$ cat config.mk
export PLATFORM = sky130hd
export DESIGN_NAME = i2c_register_access_master
export DESIGN_NICKNAME = d
export VERILOG_FILES = /design/src/rtl/i2c_ram_pkg.sv /design/src/rtl/i2c_ram_sequencer.sv /design/src/rtl/i2c_register_access_master.sv
export SDC_FILE = /design/constraint.sdc
export NUM_CORES = 1
export LEC_CHECK = 0
export BUFFER_PORTS_ARGS = -buffer_cell sky130_fd_sc_hd__buf_2
export CAP_MARGIN = 40
export CORE_MARGIN = 3
export CORE_UTILIZATION = 35
export DETAILED_ROUTE_END_ITERATION = 7
export PLACE_DENSITY = 0.56
export REMOVE_ABC_BUFFERS = 1
export SYNTH_ARGS = -nofsm -noshare
export SYNTH_HDL_FRONTEND = slang
export SYNTH_SLANG_ARGS = --single-unit
$ cat constraint.sdc
create_clock -name clock -period 5.6 [get_ports clock]
set_clock_uncertainty 0.1 [all_clocks]
set_input_delay 0.56 -clock clock [delete_from_list [all_inputs] [get_ports clock]]
set_output_delay 0.56 -clock clock [all_outputs]
set_load 0.01 [all_outputs]
$ cat src/rtl/i2c_ram_pkg.sv
`default_nettype none
package i2c_ram_pkg;

   localparam logic       KIND_TICK    = 1'b0;
   localparam logic       KIND_REQUEST = 1'b1;

   localparam logic [1:0] OP_WRITE_BYTE = 2'd0;
   localparam logic [1:0] OP_WRITE_WORD = 2'd1;
   localparam logic [1:0] OP_READ_BYTE  = 2'd2;
   localparam logic [1:0] OP_READ_WORD  = 2'd3;

   localparam logic       RW_WRITE = 1'b0;
   localparam logic       RW_READ  = 1'b1;

   localparam logic [6:0]  ADDRESS_RESET = 7'd41;
   localparam logic [15:0] COUNT_FULL    = 16'hFFFF;
   localparam logic [3:0]  BITS_PER_BYTE = 4'd8;

   localparam logic [1:0] PHASE_LOW_FIRST  = 2'd0;
   localparam logic [1:0] PHASE_HIGH_FIRST = 2'd1;
   localparam logic [1:0] PHASE_SAMPLE     = 2'd2;
   localparam logic [1:0] PHASE_LAST       = 2'd3;

   localparam logic [2:0] STEP_INDEX  = 3'd1;
   localparam logic [2:0] STEP_SECOND = 3'd2;
   localparam logic [2:0] STEP_THIRD  = 3'd3;

   typedef enum logic [3:0] {
      SEQ_IDLE     = 4'd0,
      SEQ_START    = 4'd1,
      SEQ_TX       = 4'd2,
      SEQ_TXACK    = 4'd3,
      SEQ_RSTART   = 4'd4,
      SEQ_RX       = 4'd5,
      SEQ_RXACK    = 4'd6,
      SEQ_STOP_OK  = 4'd7,
      SEQ_STOP_ERR = 4'd8
   } seq_state_type;

   typedef struct packed {
      logic        kind;
      logic [1:0]  op;
      logic [7:0]  reg_index;
      logic [15:0] write_data;
      logic        sda_in;
   } req_type;

   typedef struct packed {
      logic        scl_out;
      logic        sda_out;
      logic        busy_res;
      logic        done_res;
      logic        nack_error;
      logic [15:0] read_data;
      logic [15:0] error_count;
   } rsp_type;

   typedef struct packed {
      logic [1:0]  op;
      logic [7:0]  reg_index;
      logic [15:0] write_data;
   } latch_type;

endpackage
`default_nettype wire

$ cat src/rtl/i2c_ram_sequencer.sv
`default_nettype none
module i2c_ram_sequencer (
   input  wire                  clock,
   input  wire                  reset,
   input  wire                  step_en,
   input  i2c_ram_pkg::req_type item,
   input  wire                  csr_write_enable,
   input  wire  [6:0]           csr_write_data,
   output i2c_ram_pkg::rsp_type result
);
   import i2c_ram_pkg::*;

   seq_state_type state_ff, state_in;
   logic [1:0]    phase_count_ff, phase_count_in;
   logic [3:0]    bit_count_ff, bit_count_in;
   logic [2:0]    byte_step_ff, byte_step_in;
   logic [7:0]    shift_byte_ff, shift_byte_in;
   latch_type     latch_ff, latch_in;
   logic [15:0]   read_accum_ff, read_accum_in;
   logic [15:0]   nack_total_ff, nack_total_in;
   logic          scl_hold_ff, scl_hold_in;
   logic          sda_hold_ff, sda_hold_in;
   logic [6:0]    slave_address_ff;

   logic          drive_scl, drive_sda;
   logic          last_phase, clk_high, more_bytes;
   logic [3:0]    bit_next;
   logic [2:0]    step_next;

   assign last_phase = (phase_count_ff == PHASE_LAST);
   assign clk_high   = (phase_count_ff == PHASE_HIGH_FIRST) || (phase_count_ff == PHASE_SAMPLE);
   assign more_bytes = (latch_ff.op == OP_READ_WORD) && (byte_step_ff == STEP_THIRD);
   assign bit_next   = bit_count_ff + 4'd1;
   assign step_next  = byte_step_ff + 3'd1;

   always_comb begin : drive_logic
      drive_scl = clk_high;
      drive_sda = 1'b1;
      case (state_ff)
         SEQ_START: begin
            drive_scl = (phase_count_ff < PHASE_SAMPLE);
            drive_sda = (phase_count_ff == PHASE_LOW_FIRST);
         end
         SEQ_RSTART: begin
            drive_sda = (phase_count_ff < PHASE_SAMPLE);
         end
         SEQ_TX: begin
            drive_sda = shift_byte_ff[7];
         end
         SEQ_TXACK, SEQ_RX: begin
            drive_sda = 1'b1;
         end
         SEQ_RXACK: begin
            drive_sda = !more_bytes;
         end
         SEQ_STOP_OK, SEQ_STOP_ERR: begin
            drive_scl = (phase_count_ff != PHASE_LOW_FIRST);
            drive_sda = (phase_count_ff >= PHASE_SAMPLE);
         end
         default: begin
            drive_scl = 1'b1;
            drive_sda = 1'b1;
         end
      endcase
   end

   always_comb begin : next_logic
      state_in       = state_ff;
      phase_count_in = phase_count_ff;
      bit_count_in   = bit_count_ff;
      byte_step_in   = byte_step_ff;
      shift_byte_in  = shift_byte_ff;
      latch_in       = latch_ff;
      read_accum_in  = read_accum_ff;
      nack_total_in  = nack_total_ff;
      scl_hold_in    = scl_hold_ff;
      sda_hold_in    = sda_hold_ff;
      if (item.kind == KIND_REQUEST) begin
         if (state_ff == SEQ_IDLE) begin
            latch_in.op         = item.op;
            latch_in.reg_index  = item.reg_index;
            latch_in.write_data = item.write_data;
            state_in            = SEQ_START;
            phase_count_in      = '0;
            bit_count_in        = '0;
            byte_step_in        = '0;
            shift_byte_in       = '0;
            read_accum_in       = '0;
         end
      end else begin
         case (state_ff)
            SEQ_START: begin
               if (last_phase) begin
                  shift_byte_in = {slave_address_ff, RW_WRITE};
                  bit_count_in  = '0;
                  state_in      = SEQ_TX;
               end
            end
            SEQ_RSTART: begin
               if (last_phase) begin
                  shift_byte_in = {slave_address_ff, RW_READ};
                  bit_count_in  = '0;
                  state_in      = SEQ_TX;
               end
            end
            SEQ_TX: begin
               if (last_phase) begin
                  shift_byte_in = {shift_byte_ff[6:0], 1'b0};
                  if (bit_next >= BITS_PER_BYTE) begin
                     bit_count_in = '0;
                     state_in     = SEQ_TXACK;
                  end else begin
                     bit_count_in = bit_next;
                  end
               end
            end
            SEQ_TXACK: begin
               if (phase_count_ff == PHASE_SAMPLE) begin
                  bit_count_in = {3'b000, item.sda_in};
               end
               if (last_phase) begin
                  bit_count_in = '0;
                  if (bit_count_ff[0]) begin
                     if (nack_total_ff != COUNT_FULL) begin
                        nack_total_in = nack_total_ff + 16'd1;
                     end
                     state_in = SEQ_STOP_ERR;
                  end else begin
                     byte_step_in = step_next;
                     if (step_next == STEP_INDEX) begin
                        shift_byte_in = latch_ff.reg_index;
                        state_in      = SEQ_TX;
                     end else if (latch_ff.op == OP_WRITE_BYTE) begin
                        if (step_next == STEP_SECOND) begin
                           shift_byte_in = latch_ff.write_data[7:0];
                           state_in      = SEQ_TX;
                        end else begin
                           state_in = SEQ_STOP_OK;
                        end
                     end else if (latch_ff.op == OP_WRITE_WORD) begin
                        if (step_next == STEP_SECOND) begin
                           shift_byte_in = latch_ff.write_data[15:8];
                           state_in      = SEQ_TX;
                        end else if (step_next == STEP_THIRD) begin
                           shift_byte_in = latch_ff.write_data[7:0];
                           state_in      = SEQ_TX;
                        end else begin
                           state_in = SEQ_STOP_OK;
                        end
                     end else if (step_next == STEP_SECOND) begin
                        state_in = SEQ_RSTART;
                     end else begin
                        shift_byte_in = '0;
                        state_in      = SEQ_RX;
                     end
                  end
               end
            end
            SEQ_RX: begin
               if (phase_count_ff == PHASE_SAMPLE) begin
                  shift_byte_in = {shift_byte_ff[6:0], item.sda_in};
               end
               if (last_phase) begin
                  if (bit_next >= BITS_PER_BYTE) begin
                     bit_count_in = '0;
                     state_in     = SEQ_RXACK;
                  end else begin
                     bit_count_in = bit_next;
                  end
               end
            end
            SEQ_RXACK: begin
               if (last_phase) begin
                  read_accum_in = {read_accum_ff[7:0], shift_byte_ff};
                  byte_step_in  = step_next;
                  if (more_bytes) begin
                     shift_byte_in = '0;
                     bit_count_in  = '0;
                     state_in      = SEQ_RX;
                  end else begin
                     state_in = SEQ_STOP_OK;
                  end
               end
            end
            SEQ_STOP_OK, SEQ_STOP_ERR: begin
               if (last_phase) begin
                  state_in = SEQ_IDLE;
               end
            end
            default: begin
               state_in = SEQ_IDLE;
            end
         endcase
         phase_count_in = (state_in == SEQ_IDLE) ? 2'd0 : phase_count_ff + 2'd1;
         scl_hold_in    = drive_scl;
         sda_hold_in    = drive_sda;
      end
   end

   always_comb begin : output_logic
      logic stopping;
      stopping = (state_ff == SEQ_STOP_OK) || (state_ff == SEQ_STOP_ERR);
      result.busy_res    = (state_in != SEQ_IDLE);
      result.error_count = nack_total_in;
      result.done_res    = 1'b0;
      result.nack_error  = 1'b0;
      result.read_data   = '0;
      if (item.kind == KIND_REQUEST) begin
         result.scl_out = scl_hold_ff;
         result.sda_out = sda_hold_ff;
      end else begin
         result.scl_out = drive_scl;
         result.sda_out = drive_sda;
         if (stopping && last_phase) begin
            result.done_res   = 1'b1;
            result.nack_error = (state_ff == SEQ_STOP_ERR);
            if ((state_ff == SEQ_STOP_OK) && latch_ff.op[1]) begin
               result.read_data = read_accum_ff;
            end
         end
      end
   end

   always_ff @(posedge clock) begin
      if (reset) begin
         slave_address_ff <= ADDRESS_RESET;
      end else if (csr_write_enable) begin
         slave_address_ff <= csr_write_data;
      end
   end

   always_ff @(posedge clock) begin
      if (reset) begin
         state_ff       <= SEQ_IDLE;
         phase_count_ff <= '0;
         bit_count_ff   <= '0;
         byte_step_ff   <= '0;
         shift_byte_ff  <= '0;
         latch_ff       <= '0;
         read_accum_ff  <= '0;
         nack_total_ff  <= '0;
         scl_hold_ff    <= 1'b1;
         sda_hold_ff    <= 1'b1;
      end else if (step_en) begin
         state_ff       <= state_in;
         phase_count_ff <= phase_count_in;
         bit_count_ff   <= bit_count_in;
         byte_step_ff   <= byte_step_in;
         shift_byte_ff  <= shift_byte_in;
         latch_ff       <= latch_in;
         read_accum_ff  <= read_accum_in;
         nack_total_ff  <= nack_total_in;
         scl_hold_ff    <= scl_hold_in;
         sda_hold_ff    <= sda_hold_in;
      end
   end

   assert property (@(posedge clock) disable iff (reset)
      step_en && (state_ff == SEQ_IDLE) && (item.kind == KIND_TICK)
      |-> result.scl_out && result.sda_out && !result.done_res)
      else $error("idle tick did not release the bus");

   assert property (@(posedge clock) disable iff (reset)
      step_en && result.nack_error |-> result.done_res && !result.busy_res)
      else $error("error flag without completion");

   assert property (@(posedge clock) disable iff (reset)
      (!reset && !$past(reset)) |-> (nack_total_ff >= $past(nack_total_ff)))
      else $error("error count decreased");

   assert property (@(posedge clock) disable iff (reset)
      step_en && (item.kind == KIND_TICK) && (state_ff != SEQ_IDLE) && (state_in != SEQ_IDLE)
      |=> phase_count_ff == $past(phase_count_ff) + 2'd1)
      else $error("timing phase did not advance");

endmodule
`default_nettype wire

$ cat src/rtl/i2c_register_access_master.sv
`default_nettype none
// I2C master for single-register transactions with an 8-bit register index. Each request
// word with kind set to request starts a transaction when the sequencer is idle; each tick
// word steps one quarter-bit phase and every word returns one response word with the SCL and
// SDA drive levels, busy, done, error flag, read data and the saturating NACK count. A word
// passes through an input register and the sequencer into the response register, so a new
// word is accepted every clock when the response side is not stalled, and its response is
// held in the response register until it is taken. The slave
// address register may be written only while no word is in flight.
module i2c_register_access_master (
   input  wire                  clock,
   input  wire                  reset,
   input  wire                  req_valid,
   output logic                 req_ready,
   input  i2c_ram_pkg::req_type req_data,
   output logic                 rsp_valid,
   input  wire                  rsp_ready,
   output i2c_ram_pkg::rsp_type rsp_data,
   input  wire                  csr_write_enable,
   input  wire  [6:0]           csr_write_data
);
   import i2c_ram_pkg::*;

   logic    in_valid_ff, in_valid_in;
   req_type in_data_ff;
   logic    rsp_valid_ff, rsp_valid_in;
   rsp_type rsp_data_ff;
   rsp_type step_result;
   logic    out_free, step_en;

   assign out_free  = !rsp_valid_ff || rsp_ready;
   assign step_en   = in_valid_ff && out_free;
   assign req_ready = !in_valid_ff || out_free;

   always_comb begin
      if (req_valid && req_ready) begin
         in_valid_in = 1'b1;
      end else if (step_en) begin
         in_valid_in = 1'b0;
      end else begin
         in_valid_in = in_valid_ff;
      end
      if (step_en) begin
         rsp_valid_in = 1'b1;
      end else if (rsp_ready) begin
         rsp_valid_in = 1'b0;
      end else begin
         rsp_valid_in = rsp_valid_ff;
      end
   end

   always_ff @(posedge clock) begin
      if (reset) begin
         in_valid_ff  <= 1'b0;
         rsp_valid_ff <= 1'b0;
      end else begin
         in_valid_ff  <= in_valid_in;
         rsp_valid_ff <= rsp_valid_in;
      end
   end

   always_ff @(posedge clock) begin
      if (req_valid && req_ready) begin
         in_data_ff <= req_data;
      end
      if (step_en) begin
         rsp_data_ff <= step_result;
      end
   end

   i2c_ram_sequencer u_sequencer (
      .clock            (clock),
      .reset            (reset),
      .step_en          (step_en),
      .item             (in_data_ff),
      .csr_write_enable (csr_write_enable),
      .csr_write_data   (csr_write_data),
      .result           (step_result)
   );

   assign rsp_valid = rsp_valid_ff;
   assign rsp_data  = rsp_data_ff;

endmodule
`default_nettype wire

==> results.toml <==
[synth]
syn_area_per_cell_um2 = 10.00
synth_seq_area_share_pct = 54.40
synth_top_area_cell = "edfxtp_1"
synth-edff-count = 65
synth_area_um2 = 6900
async_flop_share_pct = 0
syn_inst = 690
synth_ff_type = "dfxtp_1"
synth_cell_type_count = 75
netlist_top_cells_area = "edfxtp_1 28%, dfxtp_1 26%, nand2_1 6.0%, a21oi_1 4.3%, mux2i_1 2.6%"
netlist.area_leader.share_pct = 28.29
ys_ff_latch = 155
yosysWarningCount = 0

[timing]
slew_headroom_pct = 40.49
setup-violations-final = 0
finalSetupTns_ns = 0
maxSlewViolCount = 0
finalHoldViolations = 0
rsz0062_at_grt = "false"
post-route-min-period_ns = 2.794
max_freq_ghz = 0.3580
tightest_slew_ns = 0.8859
layout_setup_ws_ns = 2.806
fin_crit_sh_pct = 49.88

[clock_network]
clk_pin_slew_worst_paths_ns = 0.07
clock-sinks = 155
clockRootBuffer = "clkbuf_16"
holdBufCountCts = 0
cts_setup_buffers = 0
cts_buffers = 17
post_cts_resized = 0
cts_tree = "yes"
clk_latency_ns = 0.42
cts.htree.levels = 4
clk_path_buf_depth = 2

[grt]
grt_usage_pct = 14.76
antenna_found_initial = 0
grt_pass1_vias = 5093
grt_max_degree = 50
grt_pass1_wl_mm = 25.81
gr-total-overflow = 0

[final_layout]
fillers = 1881
final_nets = 803
final_layout_size_suffix_gt1_share_pct = 17.89
post-route-cell-area_um2 = 8102
diodes = 0
area_growth_pct = 17.41
fin_cells = 1026

[floorplan]
die_y_um = 146.4
core-area_um2 = 19020
rows = 50
ios = 79
start_util_pct = 36.28
die_area_um2 = 21440
die_w_um = 146.4

[route]
drtPass1Iterations = 4
ant_nets = 0
routed_wl_mm = 15.36
wire_per_inst_um = 14.97
first_iter_violations = 312
vias = 5210
vias_per_cell = 5.078
remaining_drc_errors = 0

[power]
irDropWorstVdd_mv = 0.2096
p_leak_nw = 2.926
power.density_nw_per_um2 = 315.2

[placed_design]
dp.cells = 993
dpl.hpwl_mm = 10.74
gp_congestion = 0.8270
portBuffers = 78
placed_area_um2 = 7490
preCtsSetupSlack_ns = 2.615

[setup_path]
crit_type = "reg -> reg"
path_max_fanout = 15
arrival_ns = 3.05
required_ns = 5.85
crit_path_end_kind = "register"
start_kind = "register"

[status]
outcome = "complete, no violations"

[hold_path]
holdCritPathClass = "in -> reg"

[job]
drv_cap = 0
power by group:
part | internal (mW) | switching (mW) | total [mW] | leakage [nW]
Clock | 0.673 | 0.500 | 1.17 | 0.293
Combinational | 0.0539 | 0.0925 | 0.146 | 1.29
Sequential | 1.21 | 0.0212 | 1.23 | 1.35
Total | 1.94 | 0.613 | 2.55 | 2.93
final timing paths:
kind / from / endpoint / slack [ns] / cells after the start
min reg2reg: u_sequencer.read_accum_ff[8] / u_sequencer.read_accum_ff[8] / 0.35 / 2
min: req_data[12] / in_data_ff[12] / 0.21 / 1
max reg2reg: u_sequencer.phase_count_ff[1] / u_sequencer.nack_total_ff[15] / 2.81 / 7
max: u_sequencer.phase_count_ff[1] / u_sequencer.nack_total_ff[15] / 2.81 / 7
stage by stage:
step	hold slack, ns	util [%]	power [mW]
after detailed placement	0.3414	39.38	1.408
after global placement	0.3416	39.20	1.402
final	0.2088	42.60	2.554
after global routing	0.1824	42.60	2.652
after floorplan	0.3212	-	1.336
after CTS	0.1861	42.56	2.585
synthesized netlist by cell type (7+ instances only):
| library cell | number |
|---|---|
| nand2_1 | 111 |
| dfxtp_1 | 90 |
| edfxtp_1 | 65 |
| a21oi_1 | 59 |
| nor2_1 | 42 |
| nand3_1 | 32 |
| clkbuf_1 | 22 |
| and2_1 | 20 |
| mux2i_1 | 18 |
| o21ai_0 | 17 |
| buf_2 | 15 |
| inv_1 | 12 |
| nor3_1 | 11 |
| xnor2_1 | 11 |
| xor2_1 | 11 |
| ha_1 | 10 |
| nand2b_1 | 10 |
| nand4_1 | 9 |
| o2bb2ai_1 | 8 |
| a222oi_1 | 7 |
| a31oi_1 | 7 |
| nor2b_1 | 7 |
logic make-up (layout without fill, tap and decap cells):
kind of cell,after synthesis,count (layout),share of synthesized area (%)
AO/OA/AOI/OAI,148,148,14.31
XOR/XNOR,22,22,2.792
multiplexers,19,19,2.774
AND/OR/NAND/NOR,279,279,20.22
buffers and inverters,57,133,3.699
flip-flops,155,155,54.40
adder cells (fa/ha/maj),10,10,1.813
final cells by class:
| cell class | instances | area (µm²) | area share [%] |
|---|---|---|---|
| clock buffer | 17 | 425.4 | 5.251 |
| clock inverter | 15 | 178.9 | 2.208 |
| inverter | 13 | 48.80 | 0.6023 |
| multi-input combinational | 478 | 2892 | 35.69 |
| sequential | 155 | 3754 | 46.33 |
| tap | 260 | 325.3 | 4.015 |
| timing repair buffer | 88 | 478.0 | 5.900 |
placed cells by master (no fill, tap or decap), drive strengths merged, types with 8 or more instances in the layout:
cell	synthesis	final
buf	22	87
and2	20	20
inv	13	19
o2bb2ai	8	8
a21oi	62	62
clkbuf	22	18
xnor2	11	11
o21ai	19	19
nand2	111	111
nor3	13	13
edfxtp	65	65
nor2	43	43
dfxtp	90	90
mux2i	18	18
ha	10	10
xor2	11	11
nand4	10	10
nand2b	10	10
nand3	34	34
sequential cells by signal, indices dropped and copies added, names as in the netlist:
name and count:
u_sequencer.nack_total_ff 16, u_sequencer.byte_step_ff 3, u_sequencer.slave_address_ff 7, u_sequencer.shift_byte_ff 8
in_data_ff 28, u_sequencer.sda_hold_ff 1, rsp_valid 1, u_sequencer.read_accum_ff 16
u_sequencer.bit_count_ff 4, u_sequencer.latch_ff 26, u_sequencer.phase_count_ff 2, u_sequencer.scl_hold_ff 1
u_sequencer.state_ff 4, rsp_data 37, in_valid_ff 1
critical path, stage by stage (launching register included):
cell     delay [ns]
dfxtp_1        0.43
ha_1           0.57
nand4_2        0.22
nor4_1         0.38
and3_1         0.36
a41oi_1        0.16
or3_1          0.37
a31oi_1        0.14
layer usage:
layer / global-route usage (%) / routed length (µm)
met5: 0 / 0
met4: 5.691 / 281
met3: 3.631 / 603
met2: 23.89 / 7475
met1: 19.13 / 6994
Note: power is estimated with default switching activity, not from simulation.
